### src/hdl/vmu_pkg.sv
// ----------------------------------------------------------------------------
// Value mutation unit package
// Field widths, request layout, strategy and variant codes, byte swap helper.
// ----------------------------------------------------------------------------
package vmu_pkg;

	localparam int VALUE_W    = 64;
	localparam int PAGE_LOG_W = 5;
	localparam int FLIP_BITS  = 32;

	localparam logic [PAGE_LOG_W-1:0] PAGE_LOG_RESET = 5'd12;

	typedef enum logic [2:0] {
		KIND_TRUNC   = 3'd0,
		KIND_SET_MSB = 3'd1,
		KIND_ALIGN   = 3'd2,
		KIND_INVERT  = 3'd3,
		KIND_BSWAP   = 3'd4,
		KIND_FLIP    = 3'd5,
		KIND_DELTA   = 3'd6,
		KIND_EXTEND  = 3'd7
	} kind_t;

	// width variants for truncate and set-MSB
	localparam logic [2:0] VAR_W8  = 3'd0;
	localparam logic [2:0] VAR_W16 = 3'd1;
	localparam logic [2:0] VAR_W32 = 3'd2;

	// alignment variants
	localparam logic [2:0] ALIGN_PAGE_DOWN = 3'd0;
	localparam logic [2:0] ALIGN_PAGE_NEXT = 3'd1;
	localparam logic [2:0] ALIGN_LINE      = 3'd2;
	localparam logic [2:0] ALIGN_MISALIGN  = 3'd3;

	// byte swap variants
	localparam logic [2:0] SWAP_LOW32  = 3'd0;
	localparam logic [2:0] SWAP_FULL64 = 3'd1;

	// extend variants
	localparam logic [2:0] EXT_ZERO8  = 3'd0;
	localparam logic [2:0] EXT_ZERO16 = 3'd1;
	localparam logic [2:0] EXT_ZERO32 = 3'd2;
	localparam logic [2:0] EXT_SIGN8  = 3'd3;
	localparam logic [2:0] EXT_SIGN16 = 3'd4;
	localparam logic [2:0] EXT_SIGN32 = 3'd5;

	localparam logic [1:0] MISALIGN_NONE = 2'd3;

	// request payload, first member in the top bits so value lands at bit 0
	typedef struct packed {
		logic                subtract;
		logic [7:0]          delta;
		logic [4:0]          flip_bit;
		logic [1:0]          misalign_bit;
		logic [2:0]          variant;
		logic [VALUE_W-1:0]  value;
	} req_t;

	localparam int REQ_W       = $bits(req_t);
	localparam int IN_TDATA_W  = ((REQ_W + 7) / 8) * 8;
	localparam int OUT_TDATA_W = VALUE_W;
	localparam int IN_TUSER_W  = $bits(kind_t);

	function automatic logic [31:0] bswap32(input logic [31:0] x);
		return {x[7:0], x[15:8], x[23:16], x[31:24]};
	endfunction

endpackage

### src/hdl/value_mutation_unit_top.sv
// ----------------------------------------------------------------------------
// Value mutation unit
// Applies one of eight mutation strategies to a 64-bit value per request.
// ----------------------------------------------------------------------------
// Pipeline: an accepted request enters the input register, then the result
//   register behind one level of mux, mask and 64-bit add logic; m_tvalid
//   is high while the result register holds a result.
// Throughput: one request per cycle; s_tready drops only when both stages
//   hold a request and the result is not taken.
// Reset: arst_n clears both stage valids and loads page_size_log2 with 12.
module value_mutation_unit_top (
	input  logic                                 clk,
	input  logic                                 arst_n,
	// configuration: page_size_log2
	input  logic                                 cfg_we,
	input  logic [vmu_pkg::PAGE_LOG_W-1:0]       cfg_wdata,
	// request stream
	input  logic                                 s_tvalid,
	output logic                                 s_tready,
	// value[63:0], variant[66:64], misalign_bit[68:67], flip_bit[73:69],
	// delta[81:74], subtract[82], zero pad above
	input  logic [vmu_pkg::IN_TDATA_W-1:0]       s_tdata,
	// kind[2:0]
	input  logic [vmu_pkg::IN_TUSER_W-1:0]       s_tuser,
	// result stream
	output logic                                 m_tvalid,
	input  logic                                 m_tready,
	// result[63:0]
	output logic [vmu_pkg::OUT_TDATA_W-1:0]      m_tdata
);
	import vmu_pkg::*;

	logic [PAGE_LOG_W-1:0] page_log2_q;

	req_t                  req_s1;
	kind_t                 kind_s1;
	logic                  valid_s1;
	logic [VALUE_W-1:0]    result_s2;
	logic                  valid_s2;

	logic                  adv_s2;
	logic                  adv_s1;
	logic [VALUE_W-1:0]    res_d;
	logic [VALUE_W-1:0]    v;
	logic [VALUE_W-1:0]    pmask;

	assign adv_s2   = !valid_s2 || m_tready;
	assign adv_s1   = !valid_s1 || adv_s2;
	assign s_tready = adv_s1;
	assign m_tvalid = valid_s2;
	assign m_tdata  = result_s2;

	assign v     = req_s1.value;
	assign pmask = (VALUE_W'(1) << page_log2_q) - VALUE_W'(1);

	always_comb begin
		res_d = v;
		unique case (kind_s1)
			KIND_TRUNC: begin
				if (req_s1.variant == VAR_W8) res_d = {56'd0, v[7:0]};
				else if (req_s1.variant == VAR_W16) res_d = {48'd0, v[15:0]};
				else if (req_s1.variant == VAR_W32) res_d = {32'd0, v[31:0]};
			end
			KIND_SET_MSB: begin
				if (req_s1.variant == VAR_W8) res_d = v | 64'h80;
				else if (req_s1.variant == VAR_W16) res_d = v | 64'h8000;
				else if (req_s1.variant == VAR_W32) res_d = v | 64'h8000_0000;
			end
			KIND_ALIGN: begin
				if (req_s1.variant == ALIGN_PAGE_DOWN) res_d = v & ~pmask;
				else if (req_s1.variant == ALIGN_PAGE_NEXT) res_d = (v | pmask) + VALUE_W'(1);
				else if (req_s1.variant == ALIGN_LINE) res_d = v & ~VALUE_W'(63);
				else if (req_s1.variant == ALIGN_MISALIGN &&
					req_s1.misalign_bit != MISALIGN_NONE)
					res_d = v | (VALUE_W'(1) << req_s1.misalign_bit);
			end
			KIND_INVERT: begin
				res_d = ~v;
			end
			KIND_BSWAP: begin
				if (req_s1.variant == SWAP_LOW32) res_d = {v[63:32], bswap32(v[31:0])};
				else if (req_s1.variant == SWAP_FULL64)
					res_d = {bswap32(v[31:0]), bswap32(v[63:32])};
			end
			KIND_FLIP: begin
				if ({2'b00, req_s1.flip_bit} < 7'(FLIP_BITS))
					res_d = v ^ (VALUE_W'(1) << req_s1.flip_bit);
			end
			KIND_DELTA: begin
				if (req_s1.subtract) res_d = v - {56'd0, req_s1.delta};
				else res_d = v + {56'd0, req_s1.delta};
			end
			KIND_EXTEND: begin
				if (req_s1.variant == EXT_ZERO8) res_d = {56'd0, v[7:0]};
				else if (req_s1.variant == EXT_ZERO16) res_d = {48'd0, v[15:0]};
				else if (req_s1.variant == EXT_ZERO32) res_d = {32'd0, v[31:0]};
				else if (req_s1.variant == EXT_SIGN8) res_d = {{56{v[7]}}, v[7:0]};
				else if (req_s1.variant == EXT_SIGN16) res_d = {{48{v[15]}}, v[15:0]};
				else if (req_s1.variant == EXT_SIGN32) res_d = {{32{v[31]}}, v[31:0]};
			end
			default: res_d = v;
		endcase
	end

	always_ff @(posedge clk or negedge arst_n) begin
		if (!arst_n) begin
			page_log2_q <= PAGE_LOG_RESET;
			valid_s1    <= 1'b0;
			valid_s2    <= 1'b0;
		end else begin
			if (cfg_we) page_log2_q <= cfg_wdata;
			if (adv_s1) valid_s1 <= s_tvalid;
			if (adv_s2) valid_s2 <= valid_s1;
		end
	end

	// payload stages, no reset
	always_ff @(posedge clk) begin
		if (adv_s1 && s_tvalid) begin
			req_s1  <= req_t'(s_tdata[REQ_W-1:0]);
			kind_s1 <= kind_t'(s_tuser);
		end
		if (adv_s2 && valid_s1) result_s2 <= res_d;
	end

endmodule
### config.mk
export PLATFORM = sky130hd
export DESIGN_NAME = value_mutation_unit_top
export DESIGN_NICKNAME = d
export VERILOG_FILES = /design/src/hdl/vmu_pkg.sv /design/src/hdl/value_mutation_unit_top.sv
export SDC_FILE = /design/constraint.sdc
export NUM_CORES = 1
export LEC_CHECK = 0
export BUFFER_PORTS_ARGS = -buffer_cell sky130_fd_sc_hd__buf_2
export CAP_MARGIN = 10
export CORE_UTILIZATION = 30
export DETAILED_ROUTE_END_ITERATION = 16
export MAX_ROUTING_LAYER = met4
export PLACE_DENSITY = 0.5
export SETUP_SLACK_MARGIN = 0.05
export SLEW_MARGIN = 15
export SYNTH_ARGS = -nofsm -noshare
export SYNTH_HDL_FRONTEND = slang
export SYNTH_SLANG_ARGS = --single-unit
export TNS_END_PERCENT = 100
### constraint.sdc
create_clock -name clk -period 6 [get_ports clk]
set_clock_uncertainty 0.15 [all_clocks]
set_input_delay 0.3 -clock clk [delete_from_list [all_inputs] [get_ports clk]]
set_output_delay 0.3 -clock clk [all_outputs]
set_load 0.02 [all_outputs]
* Word level (Yosys, flattened, before mapping)
Cells that the tools add are included. Widths: inputs -> output; s select.
Storage, ports and cells: output and inout bits 66, bits in registers 157, input bits 101, logic and storage cells 66
Cells by class: shift operators 3, reductions and logical operators 9, bitwise logic cells 6, equal/unequal tests 13, add/sub/neg operators 4, muxes and demuxes 20
Operators by type and width (number):
- $mux 64 | 16
- $pmux 64 s8 | 1
- $not 64->64 | 2
- $or 64x64->64 | 2
- $shl 1x5->64 const A | 2
- $mux 32 | 3
- $add 64x1->64 const B | 1
- $add 64x8->64 | 1
- $and 64x64->64 | 1
- $shl 1x2->64 const A | 1
- $sub 64x2->64 const B | 1
- $sub 64x8->64 | 1
- $xor 64x64->64 | 1
- $eq 3x3->1 const B | 6
- $eq 3x2->1 const B | 4
- $eq 3x1->1 const B | 2
- $logic_not 3->1 | 2
- $logic_and 1x1->1 | 3
- $logic_not 1->1 | 2
- $logic_or 1x1->1 | 2
- $ne 2x2->1 const B | 1

* Depth between registers and ports, before layout
depth in word-level cells 8, gate-level depth with buffers 18, depth with buffers taken out 17

* Worst setup path before layout
No wires, ideal clock.
path type reg2reg, from reg page_log2_q[4], to reg result_s2[54] (netlist: m_tdata[54]), data pin, buffers on the path 2, library setup time 259 ps, setup slack 1498 ps, data arrival time 4093 ps, required time 5591 ps, stages on the path, launching flop included 16, period minus slack after synthesis 4502 ps, cells stage by stage dfrtp_1 -> buf_2 -> nor4_2 -> nand2b_1 -> ha_1 -> buf_6 -> or3b_2 -> o31ai_4 -> o21ai_1 -> nor4b_4 -> nand4_2 -> or4_1 -> or3_1 -> o21ai_1 -> o41ai_1 -> a211o_1
On the way: longest elaborated chain between the ends 7, elaborated cells between the ends (all ways) 9, those cells by class add/sub (2); shift (1); mux (3); bitwise (3)
RTL lines:
- start: declaration | line value_mutation_unit_top.sv:33 | logic [PAGE_LOG_W-1:0] page_log2_q;
- start signal: assignment | line value_mutation_unit_top.sv:111 | if (cfg_we) page_log2_q <= cfg_wdata;
- $shl 1x5->64 * | line value_mutation_unit_top.sv:54 | assign pmask = (VALUE_W'(1) << page_log2_q) - VALUE_W'(1);
- $sub 64x2->64 * | line value_mutation_unit_top.sv:54
- $or 64x64->64 | line value_mutation_unit_top.sv:71 | else if (req_s1.variant == ALIGN_PAGE_NEXT) res_d = (v | pmask) + VALUE_W'(1);
- $add 64x1->64 | line value_mutation_unit_top.sv:71
- $mux 64 | line value_mutation_unit_top.sv:71
- $mux 64 * | line value_mutation_unit_top.sv:70 | if (req_s1.variant == ALIGN_PAGE_DOWN) res_d = v & ~pmask;
- $pmux 64 s8 * | line value_mutation_unit_top.sv:58 | unique case (kind_s1)
- via res_d[54] | line value_mutation_unit_top.sv:43 | logic [VALUE_W-1:0] res_d;
- end signal: assignment | line value_mutation_unit_top.sv:123 | if (adv_s2 && valid_s1) result_s2 <= res_d;
- end: declaration | line value_mutation_unit_top.sv:38 | logic [VALUE_W-1:0] result_s2;
The timed path passes the listed nets; every way through them passes the cells marked *. A chain may end at the register's enable or synchronous reset.

* Worst setup path after layout
from reg req_s1[76] in the netlist's numbering, to reg result_s2[53] (netlist: m_tdata[53]), data pin
On the way: longest elaborated chain between the ends 3, elaborated cells between the ends (all ways) 4, those cells by class add/sub (2); mux (2)
RTL lines:
- start: declaration | line value_mutation_unit_top.sv:35 | req_t req_s1;
- start signal: assignment | line value_mutation_unit_top.sv:120 | req_s1 <= req_t'(s_tdata[REQ_W-1:0]);
- $add 64x8->64 or $sub 64x8->64 (tied branches) | line value_mutation_unit_top.sv:91, value_mutation_unit_top.sv:90
- $mux 64 * | line value_mutation_unit_top.sv:90 | if (req_s1.subtract) res_d = v - {56'd0, req_s1.delta};
- $pmux 64 s8 * | line value_mutation_unit_top.sv:58
- via res_d[53] | line value_mutation_unit_top.sv:43
Marks and branches as above.

==> impl_metrics.csv <==
group,metric,value,unit
yosys,ys_warn_count,0,
sta,grt_setup_unrepaired,"false",
yosys,yosysSeqAreaShare,27.3,%
sta,tightest_slew,1.05,ns
route,drtIter0Drc,2535,
floorplan,fp.dieArea,58200,sq um
floorplan,die_h,241,um
route,num_vias,19500,
placed_design,place_congestion,0.999,
cts,clock_latency,0.50,ns
worst_setup_path,crit_family,"simple AND/OR/NAND/NOR gates",
layout,area_delta_synth_final,18.4,%
sta,relSlewSlack,29.6,%
layout,layout.nets,2564,
layout,fin_util,36.0,%
worst_setup_path,crit_required,6.08,ns
floorplan,io_pins,167,
yosys,syn_area,17200,sq um
sta,report.final.slew_viol_count,0,
floorplan,coreArea,56500,sq um
grt,grt-ovfl-total,0,
yosys,ys_types,91,
layout,layout-drive-gt1-share,14.3,%
sta,finalSetupViolations,0,
worst_setup_path,crit_path_max_incr_delay,0.84,ns
cts,h-tree-depth,4,
worst_setup_path,start_kind,"flop",
cts,cts.sinks,157,
power_and_ir_drop,vdd_drop_max,230,uV
worst_setup_path,path_buf_inv,3,
sta,hold_violations,0,
placed_design,dp_hpwl,63.6,mm
cts,cts_resized,0,
grt,grt_pass1_vias,18000,
yosys,synthFlopType,"edfxtp_1",
yosys,synthesis.nets,2412,
sta,whs,0.146,ns
floorplan,start_util,30.4,%
worst_setup_path,worstPathMaxFanout,6,
yosys,synth_top_cell_by_area,"edfxtp_1",
worst_setup_path,path_cells,"nor3_1 > buf_4 > and3_1 > nor3b_1 > ha_1 > nor2_1 > inv_1 > buf_4 > ha_1 > and2_1 > nand3_1 > or4_1 > nor3_1 > o31ai_1 > o311ai_0 > xor2_1 > nand2_1 > nand3_1",
route,viasPerCell,6.16,
route,wl,86.1,mm
yosys,avgSynthCellArea,7.66,sq um
sta,fin_crit_sh,88.9,%
cts,clk_transition_reported_paths,0.07,ns
sta,min_period,5.33,ns
cts,clockBufferDepth,2,
yosys,synth_area_leaders,"edfxtp_1 (26%), a21oi_1 (6.8%), o21ai_0 (6.8%)",
placed_design,dp_cells,3029,
layout,multi_input_area,11500,sq um
sta,fin_setup_tns,0,ns
power_and_ir_drop,p_leak,7.64,nW
layout,nFillCells,5931,
layout,regArea,4680,sq um
sta,fmax,187,MHz
yosys,async_flop_share,4.46,%
cts,tritoncts,"done",
power_and_ir_drop,p_per_area,214,nW/um^2
yosys,synth_edf_count,150,
flow_run,maxCapViolCount,0,
worst_setup_path,arrival,5.42,ns
worst_setup_path,critical_path_class,"flop to flop",
floorplan,die_w,241,um
power_and_ir_drop,total_power,4.36,mW
route,route.antenna.remaining_nets,0,
layout,final_cell_mix,"a21oi_1 (233), o21ai_0 (233), nand2_1 (195)",
route,dr.pass1.iters,6,
route,drc,0,
placed_design,io_buffers,161,
worst_setup_path,setup.worst_path.end_class,"flop",
worst_hold_path,min_path_type,"input port to async pin",
floorplan,rows,87,
yosys,yosysTopAreaCellShare,26.2,%
layout,final_cells,3163,
yosys,syn_inst,2242,
worst_setup_path,cp_slowest_cell,"o311ai_0",
grt,antenna_found_initial,2,
grt,grt.total_usage,30.1,%
yosys,ys_ff_latch,157,
run_status,outcome,"complete, no violations",
cts,clockRootBuffer,"clkbuf_16",
grt,grt_pass1_wl,123,mm
grt,grt_max_degree,65,
cts,cts_buffers,17,
route,avgRoutedWirePerCell,27.2,um
[worst register-to-register path: cells and delay by family (launching register included)]
kind                       cells  cell delay [ns]
and+or+nand+nor               10             2.14
buffers and inverters          3             0.49
xor gates and xnor gates       1             0.30
DFF                            1             0.41
adders and majority gates      2             0.56
AOI/OAI and AO/OA              2             1.03
[metrics by stage]
step / area (sq um) / worst slack (ns)
6_report: 20300 / 0.665
3_3_place_gp: 18700 / 0.708
2_1_floorplan: 17200 / 1.50
4_1_cts: 20300 / 0.648
5_1_grt: 20300 / 0.369
3_5_place_dp: 18700 / 0.658
[cell usage after synthesis (all sizes together) (20+ instances only)]
cell type  number
nor2b          21
nand3          41
a21oi         233
o21ai         241
a21o           51
buf            37
xnor2          53
ha             68
a31oi          71
edfxtp        150
nand2         196
inv            36
mux2i          46
a211oi         46
and3           20
nand4          32
nor2          181
clkbuf        182
and2           23
o221ai         22
nand2b         59
o211ai         25
xor2           21
nor3           61
[where the power goes]
group | internal, mW | switching [mW] | leakage, nW
registers | 1.33 | 0.125 | 1.52
logic | 0.617 | 1.19 | 5.84
clock network | 0.609 | 0.493 | 0.277
total | 2.55 | 1.80 | 7.64
[area by class of cell]
class / instances / area share [%]
Antenna cell: 2 / 0.0246
Clock buffer: 18 / 2.11
Clock inverter: 12 / 0.683
Inverter: 36 / 0.664
Multi-Input combinational cell: 1830 / 56.6
Sequential cell: 157 / 23.0
Tap cell: 756 / 4.65
Timing Repair Buffer: 352 / 12.3
[logic make-up after synthesis]
| kind of cell | count (synthesis) | synth area share [%] |
|---|---|---|
| flops | 157 | 27.3 |
| fa+ha+maj | 69 | 5.07 |
| mux | 56 | 3.34 |
| buf+inv | 255 | 5.85 |
| simple gates | 732 | 21.4 |
| xor+xnor | 74 | 3.77 |
| compound gates | 899 | 33.3 |
[sequential cells by signal, summed over array words and instances, names as in the netlist]
signal / cells
page_log2_q: 5
m_tvalid: 1
kind_s1: 3
valid_s1: 1
m_tdata: 64
v: 64
req_s1: 19
[per-layer routing]
metal	vias to the layer above	part of all wire (%)	track usage, %
met5	-	0	-
met4	0	4.8	14.8
met3	221	9.5	6.68
met2	1085	43	43.5
met1	9360	43	39.5
li1	8804	-	-
[what timing repair did]
action | CTS | global route
hold buffers | 102 | 0
hold endpoints to repair | 100 | 0
setup buffers | 0 | 0
[final timing paths]
kind,cells past startpoint,slack (ns),endpoint,start
worst max-delay path,18,0.67,m_tdata[53],req_s1[76]
worst min-delay path,2,0.15,page_log2_q[2],arst_n
worst max register to register,18,0.67,m_tdata[53],req_s1[76]
worst min register to register,1,0.37,m_tvalid,valid_s1
max in group asynchronous,3,4.89,valid_s1,arst_n
min in group clk,2,0.35,v[20],s_tdata[20]
No activity file was read; power rests on OpenSTA's default activity.
